===== config.mk =====
export PLATFORM = sky130hd
export DESIGN_NAME = mbr_partition_table_parser_flat
export DESIGN_NICKNAME = d
export VERILOG_FILES = /design/src/rtl/mbr_pkg.sv /design/src/rtl/mbr_if.sv /design/src/rtl/mbr_dp.sv /design/src/rtl/mbr_ctrl.sv /design/src/rtl/mbr_partition_table_parser.sv /design/src/flat_wrapper.sv
export SDC_FILE = /design/constraint.sdc
export NUM_CORES = 1
export LEC_CHECK = 0
export BUFFER_PORTS_ARGS = -buffer_cell sky130_fd_sc_hd__clkbuf_2
export CELL_PAD_IN_SITES_DETAIL_PLACEMENT = 1
export CELL_PAD_IN_SITES_GLOBAL_PLACEMENT = 1
export CORE_ASPECT_RATIO = 1.5
export CORE_MARGIN = 2
export CORE_UTILIZATION = 45
export CTS_CLUSTER_SIZE = 14
export DETAILED_ROUTE_END_ITERATION = 16
export PLACE_DENSITY = 0.74
export SLEW_MARGIN = 10
export SYNTH_ARGS = -nofsm -noshare
export SYNTH_HDL_FRONTEND = slang
export SYNTH_SLANG_ARGS = --single-unit

===== constraint.sdc =====
create_clock -name clk -period 3.6 [get_ports clk]
set_input_delay 0.36 -clock clk [delete_from_list [all_inputs] [get_ports clk]]
set_output_delay 0.36 -clock clk [all_outputs]
set_load 0.01 [all_outputs]

===== src/rtl/mbr_pkg.sv =====
// Shared constants, codes and controller/datapath handshake types for the
// MBR partition table parser. No dependencies.
package mbr_pkg;

  // Sector layout
  localparam int SECTOR_BYTES = 512;
  localparam int TABLE_BASE   = 446;
  localparam int ENTRY_BYTES  = 16;
  localparam int ENTRY_COUNT  = 4;
  localparam int IDX_W        = 2;

  // Field offsets inside one 16-byte table entry
  localparam logic [3:0] OFF_STATUS = 4'd0;
  localparam logic [3:0] OFF_TYPE   = 4'd4;

  // Signature and partition type values
  localparam logic [15:0] BOOT_SIGNATURE = 16'hAA55;
  localparam logic [7:0]  STATUS_MASK    = 8'h7F;
  localparam logic [7:0]  TYPE_EMPTY     = 8'h00;
  localparam logic [7:0]  TYPE_EXT_CHS   = 8'h05;
  localparam logic [7:0]  TYPE_EXT_LBA   = 8'h0F;
  localparam logic [7:0]  TYPE_EXT_LINUX = 8'h85;
  localparam logic [7:0]  TYPE_GPT_PROT  = 8'hEE;

  // Record kinds
  typedef enum logic {
    REC_PART  = 1'b0,
    REC_FINAL = 1'b1
  } rec_kind_t;

  // Final status codes
  typedef enum logic [1:0] {
    ST_OK         = 2'd0,
    ST_BAD_SIG    = 2'd1,
    ST_BAD_STATUS = 2'd2,
    ST_GPT        = 2'd3
  } status_code_t;

  // Commands from controller to datapath
  typedef struct packed {
    logic         take;       // input word accepted this cycle
    logic         idx_clr;    // restart entry walk at entry 0
    logic         idx_inc;    // advance to next entry
    logic         rec_load;   // load output record register
    rec_kind_t    rec_kind;
    status_code_t rec_code;
    logic         rec_entry;  // record names the current entry
  } ctrl_cmd_t;

  // Status from datapath to controller
  typedef struct packed {
    logic at_last;      // current word is the last byte of the sector
    logic sig_ok;       // captured signature matches
    logic ent_invalid;  // current entry has reserved status bits set
    logic ent_skip;     // current entry is empty or extended
    logic ent_gpt;      // current entry is protective GPT
    logic idx_last;     // current entry is the last one
    logic out_free;     // output register can take a record this cycle
  } dp_status_t;

endpackage


===== src/rtl/mbr_if.sv =====
// Valid/ready channel interfaces for sector bytes and parsed records.
// Depends on nothing beyond the field widths of the parser.
interface mbr_byte_if;
  logic       valid;
  logic       ready;
  logic [7:0] sector_byte;
  logic       start_of_sector;

  modport source (output valid, output sector_byte, output start_of_sector, input ready);
  modport sink (input valid, input sector_byte, input start_of_sector, output ready);
endinterface

interface mbr_rec_if;
  logic        valid;
  logic        ready;
  logic        record_kind;
  logic [1:0]  entry_index;
  logic [7:0]  part_type;
  logic [31:0] first_lba;
  logic [31:0] sector_count;
  logic [1:0]  status_code;
  logic        last;

  modport source (
    output valid, output record_kind, output entry_index, output part_type,
    output first_lba, output sector_count, output status_code, output last,
    input ready
  );
  modport sink (
    input valid, input record_kind, input entry_index, input part_type,
    input first_lba, input sector_count, input status_code, input last,
    output ready
  );
endinterface


===== src/rtl/mbr_dp.sv =====
// Datapath: byte position, entry table capture, signature, entry walk index
// and output record register. Depends on mbr_pkg and mbr_if.
module mbr_dp #(
  parameter int SECTOR_BYTES = mbr_pkg::SECTOR_BYTES
) (
  input  logic                clk,
  input  logic                rst,
  mbr_byte_if.sink            bytes,
  mbr_rec_if.source           records,
  input  mbr_pkg::ctrl_cmd_t  cmd,
  output mbr_pkg::dp_status_t sts
);

  localparam int POS_W     = $clog2(SECTOR_BYTES);
  localparam int TABLE_END = mbr_pkg::TABLE_BASE + mbr_pkg::ENTRY_BYTES * mbr_pkg::ENTRY_COUNT;

  logic [POS_W-1:0]          pos;
  logic [POS_W-1:0]          eff_pos;
  logic [POS_W-1:0]          rel;
  logic                      in_table;
  logic [mbr_pkg::IDX_W-1:0] wr_ent;
  logic [3:0]                wr_off;

  logic [7:0]  ent_status [mbr_pkg::ENTRY_COUNT];
  logic [7:0]  ent_type   [mbr_pkg::ENTRY_COUNT];
  logic [31:0] ent_lba    [mbr_pkg::ENTRY_COUNT];
  logic [31:0] ent_len    [mbr_pkg::ENTRY_COUNT];
  logic [7:0]  sig_low;
  logic [7:0]  sig_high;

  logic [mbr_pkg::IDX_W-1:0] idx;
  logic [7:0]                cur_status;
  logic [7:0]                cur_type;

  logic        out_valid;
  logic        out_kind;
  logic [1:0]  out_index;
  logic [7:0]  out_type;
  logic [31:0] out_lba;
  logic [31:0] out_count;
  logic [1:0]  out_code;

  // Decode the position of the current word
  assign eff_pos  = bytes.start_of_sector ? '0 : pos;
  assign rel      = eff_pos - POS_W'(mbr_pkg::TABLE_BASE);
  assign in_table = (eff_pos >= POS_W'(mbr_pkg::TABLE_BASE)) &&
                    (eff_pos < POS_W'(TABLE_END));
  assign wr_ent   = rel[5:4];
  assign wr_off   = rel[3:0];

  // Advance the byte position, wrapping after the last byte
  always_ff @(posedge clk) begin
    if (rst) begin
      pos <= '0;
    end else if (cmd.take) begin
      pos <= (eff_pos == POS_W'(SECTOR_BYTES - 1)) ? '0 : eff_pos + 1'b1;
    end
  end

  // Capture table fields and signature bytes
  always_ff @(posedge clk) begin
    if (cmd.take) begin
      if (in_table) begin
        if (wr_off == mbr_pkg::OFF_STATUS) begin
          ent_status[wr_ent] <= bytes.sector_byte;
        end else if (wr_off == mbr_pkg::OFF_TYPE) begin
          ent_type[wr_ent] <= bytes.sector_byte;
        end else if (wr_off[3:2] == 2'b10) begin
          ent_lba[wr_ent][{wr_off[1:0], 3'b000} +: 8] <= bytes.sector_byte;
        end else if (wr_off[3:2] == 2'b11) begin
          ent_len[wr_ent][{wr_off[1:0], 3'b000} +: 8] <= bytes.sector_byte;
        end
      end else if (eff_pos == POS_W'(SECTOR_BYTES - 2)) begin
        sig_low <= bytes.sector_byte;
      end else if (eff_pos == POS_W'(SECTOR_BYTES - 1)) begin
        sig_high <= bytes.sector_byte;
      end
    end
  end

  // Step the entry walk index
  always_ff @(posedge clk) begin
    if (rst) begin
      idx <= '0;
    end else if (cmd.idx_clr) begin
      idx <= '0;
    end else if (cmd.idx_inc) begin
      idx <= idx + 1'b1;
    end
  end

  // Classify the current entry
  assign cur_status = ent_status[idx];
  assign cur_type   = ent_type[idx];

  assign sts.at_last     = (eff_pos == POS_W'(SECTOR_BYTES - 1));
  assign sts.sig_ok      = ({sig_high, sig_low} == mbr_pkg::BOOT_SIGNATURE);
  assign sts.ent_invalid = |(cur_status & mbr_pkg::STATUS_MASK);
  assign sts.ent_skip    = (cur_type == mbr_pkg::TYPE_EMPTY)   ||
                           (cur_type == mbr_pkg::TYPE_EXT_CHS) ||
                           (cur_type == mbr_pkg::TYPE_EXT_LBA) ||
                           (cur_type == mbr_pkg::TYPE_EXT_LINUX);
  assign sts.ent_gpt     = (cur_type == mbr_pkg::TYPE_GPT_PROT);
  assign sts.idx_last    = (idx == mbr_pkg::IDX_W'(mbr_pkg::ENTRY_COUNT - 1));
  assign sts.out_free    = !out_valid || records.ready;

  // Hold the output word until taken
  always_ff @(posedge clk) begin
    if (rst) begin
      out_valid <= 1'b0;
    end else if (cmd.rec_load) begin
      out_valid <= 1'b1;
    end else if (records.ready) begin
      out_valid <= 1'b0;
    end
  end

  // Load the output record payload
  always_ff @(posedge clk) begin
    if (cmd.rec_load) begin
      out_kind  <= cmd.rec_kind;
      out_code  <= cmd.rec_code;
      out_index <= cmd.rec_entry ? idx : '0;
      out_type  <= cmd.rec_entry ? cur_type : '0;
      out_lba   <= (cmd.rec_kind == mbr_pkg::REC_PART) ? ent_lba[idx] : '0;
      out_count <= (cmd.rec_kind == mbr_pkg::REC_PART) ? ent_len[idx] : '0;
    end
  end

  assign records.valid        = out_valid;
  assign records.record_kind  = out_kind;
  assign records.entry_index  = out_index;
  assign records.part_type    = out_type;
  assign records.first_lba    = out_lba;
  assign records.sector_count = out_count;
  assign records.status_code  = out_code;
  assign records.last         = (out_kind == mbr_pkg::REC_FINAL);

  // A partition record always carries an ok code
  a_part_ok: assert property (@(posedge clk) disable iff (rst)
    out_valid && (out_kind == mbr_pkg::REC_PART) |-> (out_code == mbr_pkg::ST_OK))
    else $error("partition record with non-ok status");

  // Never overwrite a record that is still waiting
  a_no_overwrite: assert property (@(posedge clk) disable iff (rst)
    cmd.rec_load |-> (!out_valid || records.ready))
    else $error("output record overwritten");

endmodule


===== src/rtl/mbr_ctrl.sv =====
// Controller: receives sector bytes, checks the signature, then walks the four entries one per
// cycle unless held for a free output register, and issues record loads. Depends on mbr_pkg.
module mbr_ctrl (
  input  logic                clk,
  input  logic                rst,
  input  logic                in_valid,
  output logic                in_ready,
  input  mbr_pkg::dp_status_t sts,
  output mbr_pkg::ctrl_cmd_t  cmd
);

  typedef enum logic [3:0] {
    S_RECV = 4'b0001,
    S_SIG  = 4'b0010,
    S_WALK = 4'b0100,
    S_FIN  = 4'b1000
  } state_t;

  state_t state;
  state_t state_next;

  assign in_ready = (state == S_RECV);

  // Sequence the receive, signature check and entry walk
  always_comb begin
    state_next    = state;
    cmd           = '0;
    cmd.rec_kind  = mbr_pkg::REC_FINAL;
    cmd.rec_code  = mbr_pkg::ST_OK;
    unique case (state)
      S_RECV: begin
        cmd.take = in_valid;
        if (in_valid && sts.at_last) begin
          state_next = S_SIG;
        end
      end
      S_SIG: begin
        cmd.idx_clr = 1'b1;
        if (sts.sig_ok) begin
          state_next = S_WALK;
        end else if (sts.out_free) begin
          cmd.rec_load = 1'b1;
          cmd.rec_code = mbr_pkg::ST_BAD_SIG;
          state_next   = S_RECV;
        end
      end
      S_WALK: begin
        priority if (sts.ent_invalid) begin
          if (sts.out_free) begin
            cmd.rec_load  = 1'b1;
            cmd.rec_code  = mbr_pkg::ST_BAD_STATUS;
            cmd.rec_entry = 1'b1;
            state_next    = S_RECV;
          end
        end else if (sts.ent_skip) begin
          cmd.idx_inc = !sts.idx_last;
          if (sts.idx_last) begin
            state_next = S_FIN;
          end
        end else if (sts.ent_gpt) begin
          if (sts.out_free) begin
            cmd.rec_load  = 1'b1;
            cmd.rec_code  = mbr_pkg::ST_GPT;
            cmd.rec_entry = 1'b1;
            state_next    = S_RECV;
          end
        end else begin
          if (sts.out_free) begin
            cmd.rec_load  = 1'b1;
            cmd.rec_kind  = mbr_pkg::REC_PART;
            cmd.rec_entry = 1'b1;
            cmd.idx_inc   = !sts.idx_last;
            if (sts.idx_last) begin
              state_next = S_FIN;
            end
          end
        end
      end
      S_FIN: begin
        if (sts.out_free) begin
          cmd.rec_load = 1'b1;
          state_next   = S_RECV;
        end
      end
      default: begin
        state_next = S_RECV;
      end
    endcase
  end

  always_ff @(posedge clk) begin
    if (rst) begin
      state <= S_RECV;
    end else begin
      state <= state_next;
    end
  end

  // The last byte of a sector always starts the signature check
  a_last_to_sig: assert property (@(posedge clk) disable iff (rst)
    cmd.take && sts.at_last |=> (state == S_SIG))
    else $error("last byte did not start walk");

  // A final record always ends the walk and reopens the input
  a_final_ends: assert property (@(posedge clk) disable iff (rst)
    cmd.rec_load && (cmd.rec_kind == mbr_pkg::REC_FINAL) |=> (state == S_RECV))
    else $error("final record did not end walk");

  // The index never advances past the last entry
  a_idx_bound: assert property (@(posedge clk) disable iff (rst)
    cmd.idx_inc |-> !sts.idx_last)
    else $error("entry index overrun");

endmodule


===== src/rtl/mbr_partition_table_parser.sv =====
// MBR partition table parser. Sector bytes are taken one word per cycle;
// bytes 0 to 510 give no record. After byte 511 the input stalls while the
// controller checks the signature and walks up to four table entries
// through a single entry read port, one entry per cycle unless the record
// sink holds ready low, then emits the final status record. The last record
// stays in the output register until taken, also while the next sector
// streams in. Depends on mbr_pkg, mbr_if, mbr_dp and mbr_ctrl.
module mbr_partition_table_parser #(
  parameter int SECTOR_BYTES = mbr_pkg::SECTOR_BYTES
) (
  input  logic      clk,
  input  logic      rst,
  mbr_byte_if.sink  bytes,
  mbr_rec_if.source records
);

  mbr_pkg::ctrl_cmd_t  cmd;
  mbr_pkg::dp_status_t sts;
  logic                in_ready;

  // Hand the controller's ready to the byte channel
  assign bytes.ready = in_ready;

  mbr_ctrl u_ctrl (
    .clk      (clk),
    .rst      (rst),
    .in_valid (bytes.valid),
    .in_ready (in_ready),
    .sts      (sts),
    .cmd      (cmd)
  );

  mbr_dp #(
    .SECTOR_BYTES (SECTOR_BYTES)
  ) u_dp (
    .clk     (clk),
    .rst     (rst),
    .bytes   (bytes),
    .records (records),
    .cmd     (cmd),
    .sts     (sts)
  );

endmodule


===== src/flat_wrapper.sv =====
// flat-port wrapper written by rule: the top's interface ports become plain ports
module mbr_partition_table_parser_flat 
#(
  parameter int SECTOR_BYTES = mbr_pkg::SECTOR_BYTES
)
  (clk, rst, bytes_valid, bytes_sector_byte, bytes_start_of_sector, bytes_ready, records_valid, records_record_kind, records_entry_index, records_part_type, records_first_lba, records_sector_count, records_status_code, records_last, records_ready);
  mbr_byte_if bytes_i ();
  mbr_rec_if records_i ();
  input  logic clk;
  input  logic rst;
  input wire logic [$bits(bytes_i.valid)-1:0] bytes_valid;
  input wire logic [$bits(bytes_i.sector_byte)-1:0] bytes_sector_byte;
  input wire logic [$bits(bytes_i.start_of_sector)-1:0] bytes_start_of_sector;
  output wire logic [$bits(bytes_i.ready)-1:0] bytes_ready;
  output wire logic [$bits(records_i.valid)-1:0] records_valid;
  output wire logic [$bits(records_i.record_kind)-1:0] records_record_kind;
  output wire logic [$bits(records_i.entry_index)-1:0] records_entry_index;
  output wire logic [$bits(records_i.part_type)-1:0] records_part_type;
  output wire logic [$bits(records_i.first_lba)-1:0] records_first_lba;
  output wire logic [$bits(records_i.sector_count)-1:0] records_sector_count;
  output wire logic [$bits(records_i.status_code)-1:0] records_status_code;
  output wire logic [$bits(records_i.last)-1:0] records_last;
  input wire logic [$bits(records_i.ready)-1:0] records_ready;
  assign bytes_i.valid = bytes_valid;
  assign bytes_i.sector_byte = bytes_sector_byte;
  assign bytes_i.start_of_sector = bytes_start_of_sector;
  assign bytes_ready = bytes_i.ready;
  assign records_valid = records_i.valid;
  assign records_record_kind = records_i.record_kind;
  assign records_entry_index = records_i.entry_index;
  assign records_part_type = records_i.part_type;
  assign records_first_lba = records_i.first_lba;
  assign records_sector_count = records_i.sector_count;
  assign records_status_code = records_i.status_code;
  assign records_last = records_i.last;
  assign records_i.ready = records_ready;
  mbr_partition_table_parser #(.SECTOR_BYTES(SECTOR_BYTES)) u_core (.clk(clk), .rst(rst), .bytes(bytes_i), .records(records_i));
endmodule

Word-level counts from Yosys, hierarchy flattened
Memories as Yosys holds them, arrays and structs flattened. A register that Yosys moved wholly into a read port is not among the register bits.
Cells that the tools add are included.
Widths: inputs -> output; s select.

storage, ports and cells
  input port bits = 13
  memories kept = 4
  bits in registers = 45
  memory bits (writable) = 320

memory list
  memory                  words  bits a word  rd ports  clocked after Yosys merged registers in  write ports  RTL line      text
  u_core.u_dp.ent_lba     4      32           1         1                                        1            mbr_dp.sv:26  logic [31:0] ent_lba [mbr_pkg::ENTRY_COUNT];
  u_core.u_dp.ent_len     4      32           1         1                                        1            mbr_dp.sv:27  logic [31:0] ent_len [mbr_pkg::ENTRY_COUNT];
  u_core.u_dp.ent_status  4      8            1         1                                        1            mbr_dp.sv:24  logic [7:0] ent_status [mbr_pkg::ENTRY_COUNT];
  u_core.u_dp.ent_type    4      8            1         1                                        1            mbr_dp.sv:25  logic [7:0] ent_type [mbr_pkg::ENTRY_COUNT];

operators by class
  reductions and logical operators = 16
  $lt $le $gt $ge = 2
  equality and inequality tests = 17
  shifts and indexed selects = 2
  add/sub/neg operators = 4
  muxes and demuxes = 64
  bitwise logic cells = 2

operators by type and width
  operator                count
  $mux 32                 2
  $mux 1                  39
  $mux 4                  8
  $shift 8x7->32 const A  1
  $shiftx 8x7->32         1
  $eq 9x9->1 const B      2
  $mux 9                  2
  $eq 16x16->1 const B    1
  $eq 8x8->1 const B      2
  $pmux 4 s4              1
  $mux 3                  4
  $mux 2                  5
  $add 9x1->9 const B     1
  $ge 9x9->1 const B      1
  $lt 9x9->1 const B      1
  $eq 4x3->1 const B      2
  $eq 8x3->1 const B      1
  $eq 8x4->1 const B      1
  $logic_not 8->1         1
  $neg 5->7               1
  $reduce_or 7->1         1
  $eq 2x2->1 const B      3
  $sub 6x6->6 const B     1
  $mux 5                  1
  other kinds (18)        24

Depth between registers and ports, before layout
  depth after elaboration = 10
  depth in mapped cells = 15

Least setup slack after synthesis
Ideal clock, no wire load.

  path type = flip-flop to flip-flop
  start = reg (tool-made name)
  end = reg u_core.u_dp.out_index[0], in the netlist u_core.u_dp.records.entry_index[0], enable pin
  data required time = 2997 ps
  setup time = 603 ps
  setup slack = -324 ps
  cell stages (with the launch flop) = 8
  arrival = 3321 ps
  path through = dfxtp_1 -> buf_6 -> mux4_2 -> or3_4 -> or4_4 -> o31a_2 -> o21a_1 -> or2_1

RTL lines
  what                    RTL line       text
  end signal: assignment  mbr_dp.sv:123  out_index <= cmd.rec_entry ? idx : '0;
  end: declaration        mbr_dp.sv:37   logic [1:0] out_index;

==> flow_metrics.env <==
export IMPL_outcome="completed"
export IMPL_crit_buf_inv=0
export IMPL_io_pins=93
export IMPL_rows=85
export IMPL_final_antenna_net_count=0
export IMPL_critPathTopFamily="simple AND/OR/NAND/NOR gates"
export IMPL_cp_data_required_time_ns=3.74
export IMPL_min_path_type="in2reg"
export IMPL_synth_top_cell_area_share_pct=74.7
export IMPL_critical_path_class="reg2reg"
export IMPL_die_w_um=160
export IMPL_fin_tns_setup_ns=0
export IMPL_critPathArrivalTime_ns=3.56
export IMPL_htree_levels=2
export IMPL_synth_nets=893
export IMPL_wl_um=34900
export IMPL_drtIter0Drc=459
export IMPL_die_h_um=238
export IMPL_fin_ws_ns=0.180
export IMPL_synth_cell_types=62
export IMPL_setup_viol=0
export IMPL_viasPerCell=5.40
export IMPL_start_kind="flop"
export IMPL_clockRootBuffer="clkbuf_16"
export IMPL_num_antenna_cells=0
export IMPL_fin_nets=1053
export IMPL_fmax_mhz=292
export IMPL_p_leak_nw=6.13
export IMPL_cts_num_sinks=427
export IMPL_fin_crit_sh_pct=95.0
export IMPL_worstSkewPairLatency_ns=0.55
export IMPL_synth_edf_count=409
export IMPL_gp_congestion=0.864
export IMPL_first_global_vias=9118
export IMPL_grt_total_usage_pct=18.8
export IMPL_synthFlopType="edfxtp_1"
export IMPL_grt_pass1_wl_um=53700
export IMPL_start_util_pct=45.7
export IMPL_post_cts_buffers=0
export IMPL_ctsLongestPathBuffers=3
export IMPL_hold_violations=0
export IMPL_num_vias=8311
export IMPL_drive_gt1_share_pct=27.0
export IMPL_hold_buffers=0
export IMPL_antenna_found_initial=1
export IMPL_path_cells="mux4_1 -> or3_4 -> or4_4 -> o31a_2 -> o21a_1 -> or2_4"
export IMPL_netlist_top_cells_count="409 x edfxtp_1, 74 x nor2_1, 72 x nor2b_1"
export IMPL_synth_area_leader_cell="edfxtp_1"
export IMPL_grt_start_max_net_pins=78
export IMPL_grt_overflow=0
export IMPL_seq_area_frac_synth_pct=76.9
export IMPL_synth_most_common_cell="edfxtp_1"
export IMPL_synth_cells=872
export IMPL_rsz0062_at_grt="false"
export IMPL_clk_pin_slew_ns=0.06
export IMPL_cts_resized=0
export IMPL_slowest_delay_ns=0.61
export IMPL_synth_warnings=0
export IMPL_dp_slack_ns=0.0946
export IMPL_critPathMaxFanout=77
export IMPL_end_kind="flop"
export IMPL_cp_depth=6
export IMPL_design_die_area_um2=38100
export IMPL_fin_hold_ws_ns=0.181
export IMPL_reg2regPathDepth=6
export IMPL_fin_crit_ns=3.42
export IMPL_wl_per_cell_um=22.7
export IMPL_finalPower_mw=9.68
export IMPL_core_um2=35900
export IMPL_areaGrowthSynthToFinish_pct=16.2
export IMPL_fin_skew_ns=0.0182
export IMPL_slowest_stage="mux4_1"
export IMPL_hpwlAfterDp_um=23200
export IMPL_drc=0
export IMPL_peakVddDrop_uv=414
export IMPL_io_buffer_count=92
export IMPL_cts_tree="done"
export IMPL_drv_slew=0
export IMPL_powerDensity_nw_per_um2=507
export IMPL_synth_seq_cells=427
export IMPL_tightestPinTransition_ns=1.14
export IMPL_cts_inserted_buffers=40
export IMPL_first_pass_iters=4
export IMPL_syn_area_um2=16400
export IMPL_synth_area_per_cell_um2=18.9
export IMPL_maxCapViolCount=0
export IMPL_slew_headroom_pct=23.8
export IMPL_synthTopCellsByArea="edfxtp_1 75%, mux4_2 9.0%, nor2b_1 2.7%, dfxtp_1 2.2%, nor2_1 1.7%"
export IMPL_synthArstFlopShare_pct=0
export IMPL_hold_path_depth=3
==> metal layers <==
metal  share of wire [%]  routed length [um]  GRT usage (%)  vias up
li1                    -                   -              -     3753
met1                  38               13400           21.8     4308
met2                  55               19100           34.6      166
met3                 2.8                 983           2.61       82
met4                 4.0                1410           8.27        2
met5               0.037                  13              0        -
==> area by class of cell <==
class,instances,area [um^2]
Clock buffer,59,1150
Tap cell,478,598
Inverter,6,22.5
Sequential cell,427,12600
Clock inverter,12,130
Timing Repair Buffer,152,936
Multi-Input combinational cell,405,3610
Fill cell,3376,16800
==> worst reg2reg max path, cell delays in order, from the launching register on <==
cell	delay [ns]
dfxtp_2	0.38
mux4_1	0.61
or3_4	0.42
or4_4	0.54
o31a_2	0.16
o21a_1	0.25
or2_4	0.55
==> path summary, 6_finish.rpt <==
check / slack [ns] / startpoint / end
hold / removal: 0.18 / bytes_valid / u_core.u_dp.pos[8]
hold reg to reg: 0.48 / u_core.u_dp.pos[8] / u_core.u_dp.pos[8]
setup / recovery: 0.18 / flop / u_core.u_dp.records.sector_count[4]
setup reg to reg: 0.18 / flop / u_core.u_dp.records.sector_count[4]
==> report_power, final <==
group | internal, mW | switching (mW) | total, mW
Combinational | 0.0184 | 0.0869 | 0.105
Clock | 2.38 | 1.79 | 4.17
Sequential | 5.40 | 0.00173 | 5.40
==> flip-flops by register name (all words and copies together), names as in the netlist, named ones only <==
| signal | flops |
|---|---|
| u_core.u_dp.records.part_type | 8 |
| u_core.u_dp.pos | 9 |
| u_core.u_dp.records.sector_count | 32 |
| u_core.u_dp.ent_status | 28 |
| u_core.u_dp.records.entry_index | 2 |
| u_core.u_dp.ent_len | 128 |
| u_core.u_dp.records.valid | 1 |
| u_core.u_dp.ent_type | 32 |
| u_core.u_dp.records.first_lba | 32 |
| u_core.u_dp.sig_high | 8 |
| u_core.u_ctrl.state | 4 |
| u_core.u_dp.idx | 2 |
| u_core.u_dp.records.status_code | 2 |
| u_core.u_dp.ent_lba | 128 |
| u_core.u_dp.sig_low | 8 |
| u_core.u_dp.records.last | 1 |
==> stage by stage <==
step | instances | util, % | instance area, um^2
5_1_grt | 1539 | 53.1 | 19100
4_1_cts | 1539 | 53.2 | 19100
2_1_floorplan | 872 | - | 16400
3_3_place_gp | 1468 | 49.6 | 17800
6_report | 1539 | 53.1 | 19100
3_5_place_dp | 1468 | 49.6 | 17800
==> placed cells by master (no fill, tap or decap), types with 3 or more instances in the layout <==
cell,count
edfxtp_1,409
clkbuf_2,92
nor2_1,74
nor2b_1,72
mux4_2,67
buf_4,58
clkbuf_16,42
nand2_1,26
and2_1,18
a21oi_1,16
nand2b_1,15
dfxtp_1,15
clkbuf_1,13
nor4_1,9
o21ai_0,9
nand3_1,8
ha_1,8
nor4b_1,6
inv_1,6
mux4_1,5
nand4_1,4
nor3_1,4
xnor2_1,4
a31oi_1,4
or3_1,4
clkinv_1,4
clkbuf_8,4
nor4bb_1,3
nand3b_1,3
and3_1,3
and4b_1,3
or2_2,3
==> logic make-up (layout without fill, tap and decap cells) <==
family                   Yosys count  after routing  synth area share (%)
AO/OA/AOI/OAI                     48             48                  1.88
XOR/XNOR                           5              5                 0.266
adder cells (fa/ha/maj)            8              8                 0.609
buffers and inverters             40            229                  1.13
flip-flops                       427            427                  76.9
multiplexers                      73             73                  10.1
AND/OR/NAND/NOR                  271            271                  9.18
No activity file was read; power rests on OpenSTA's default activity.
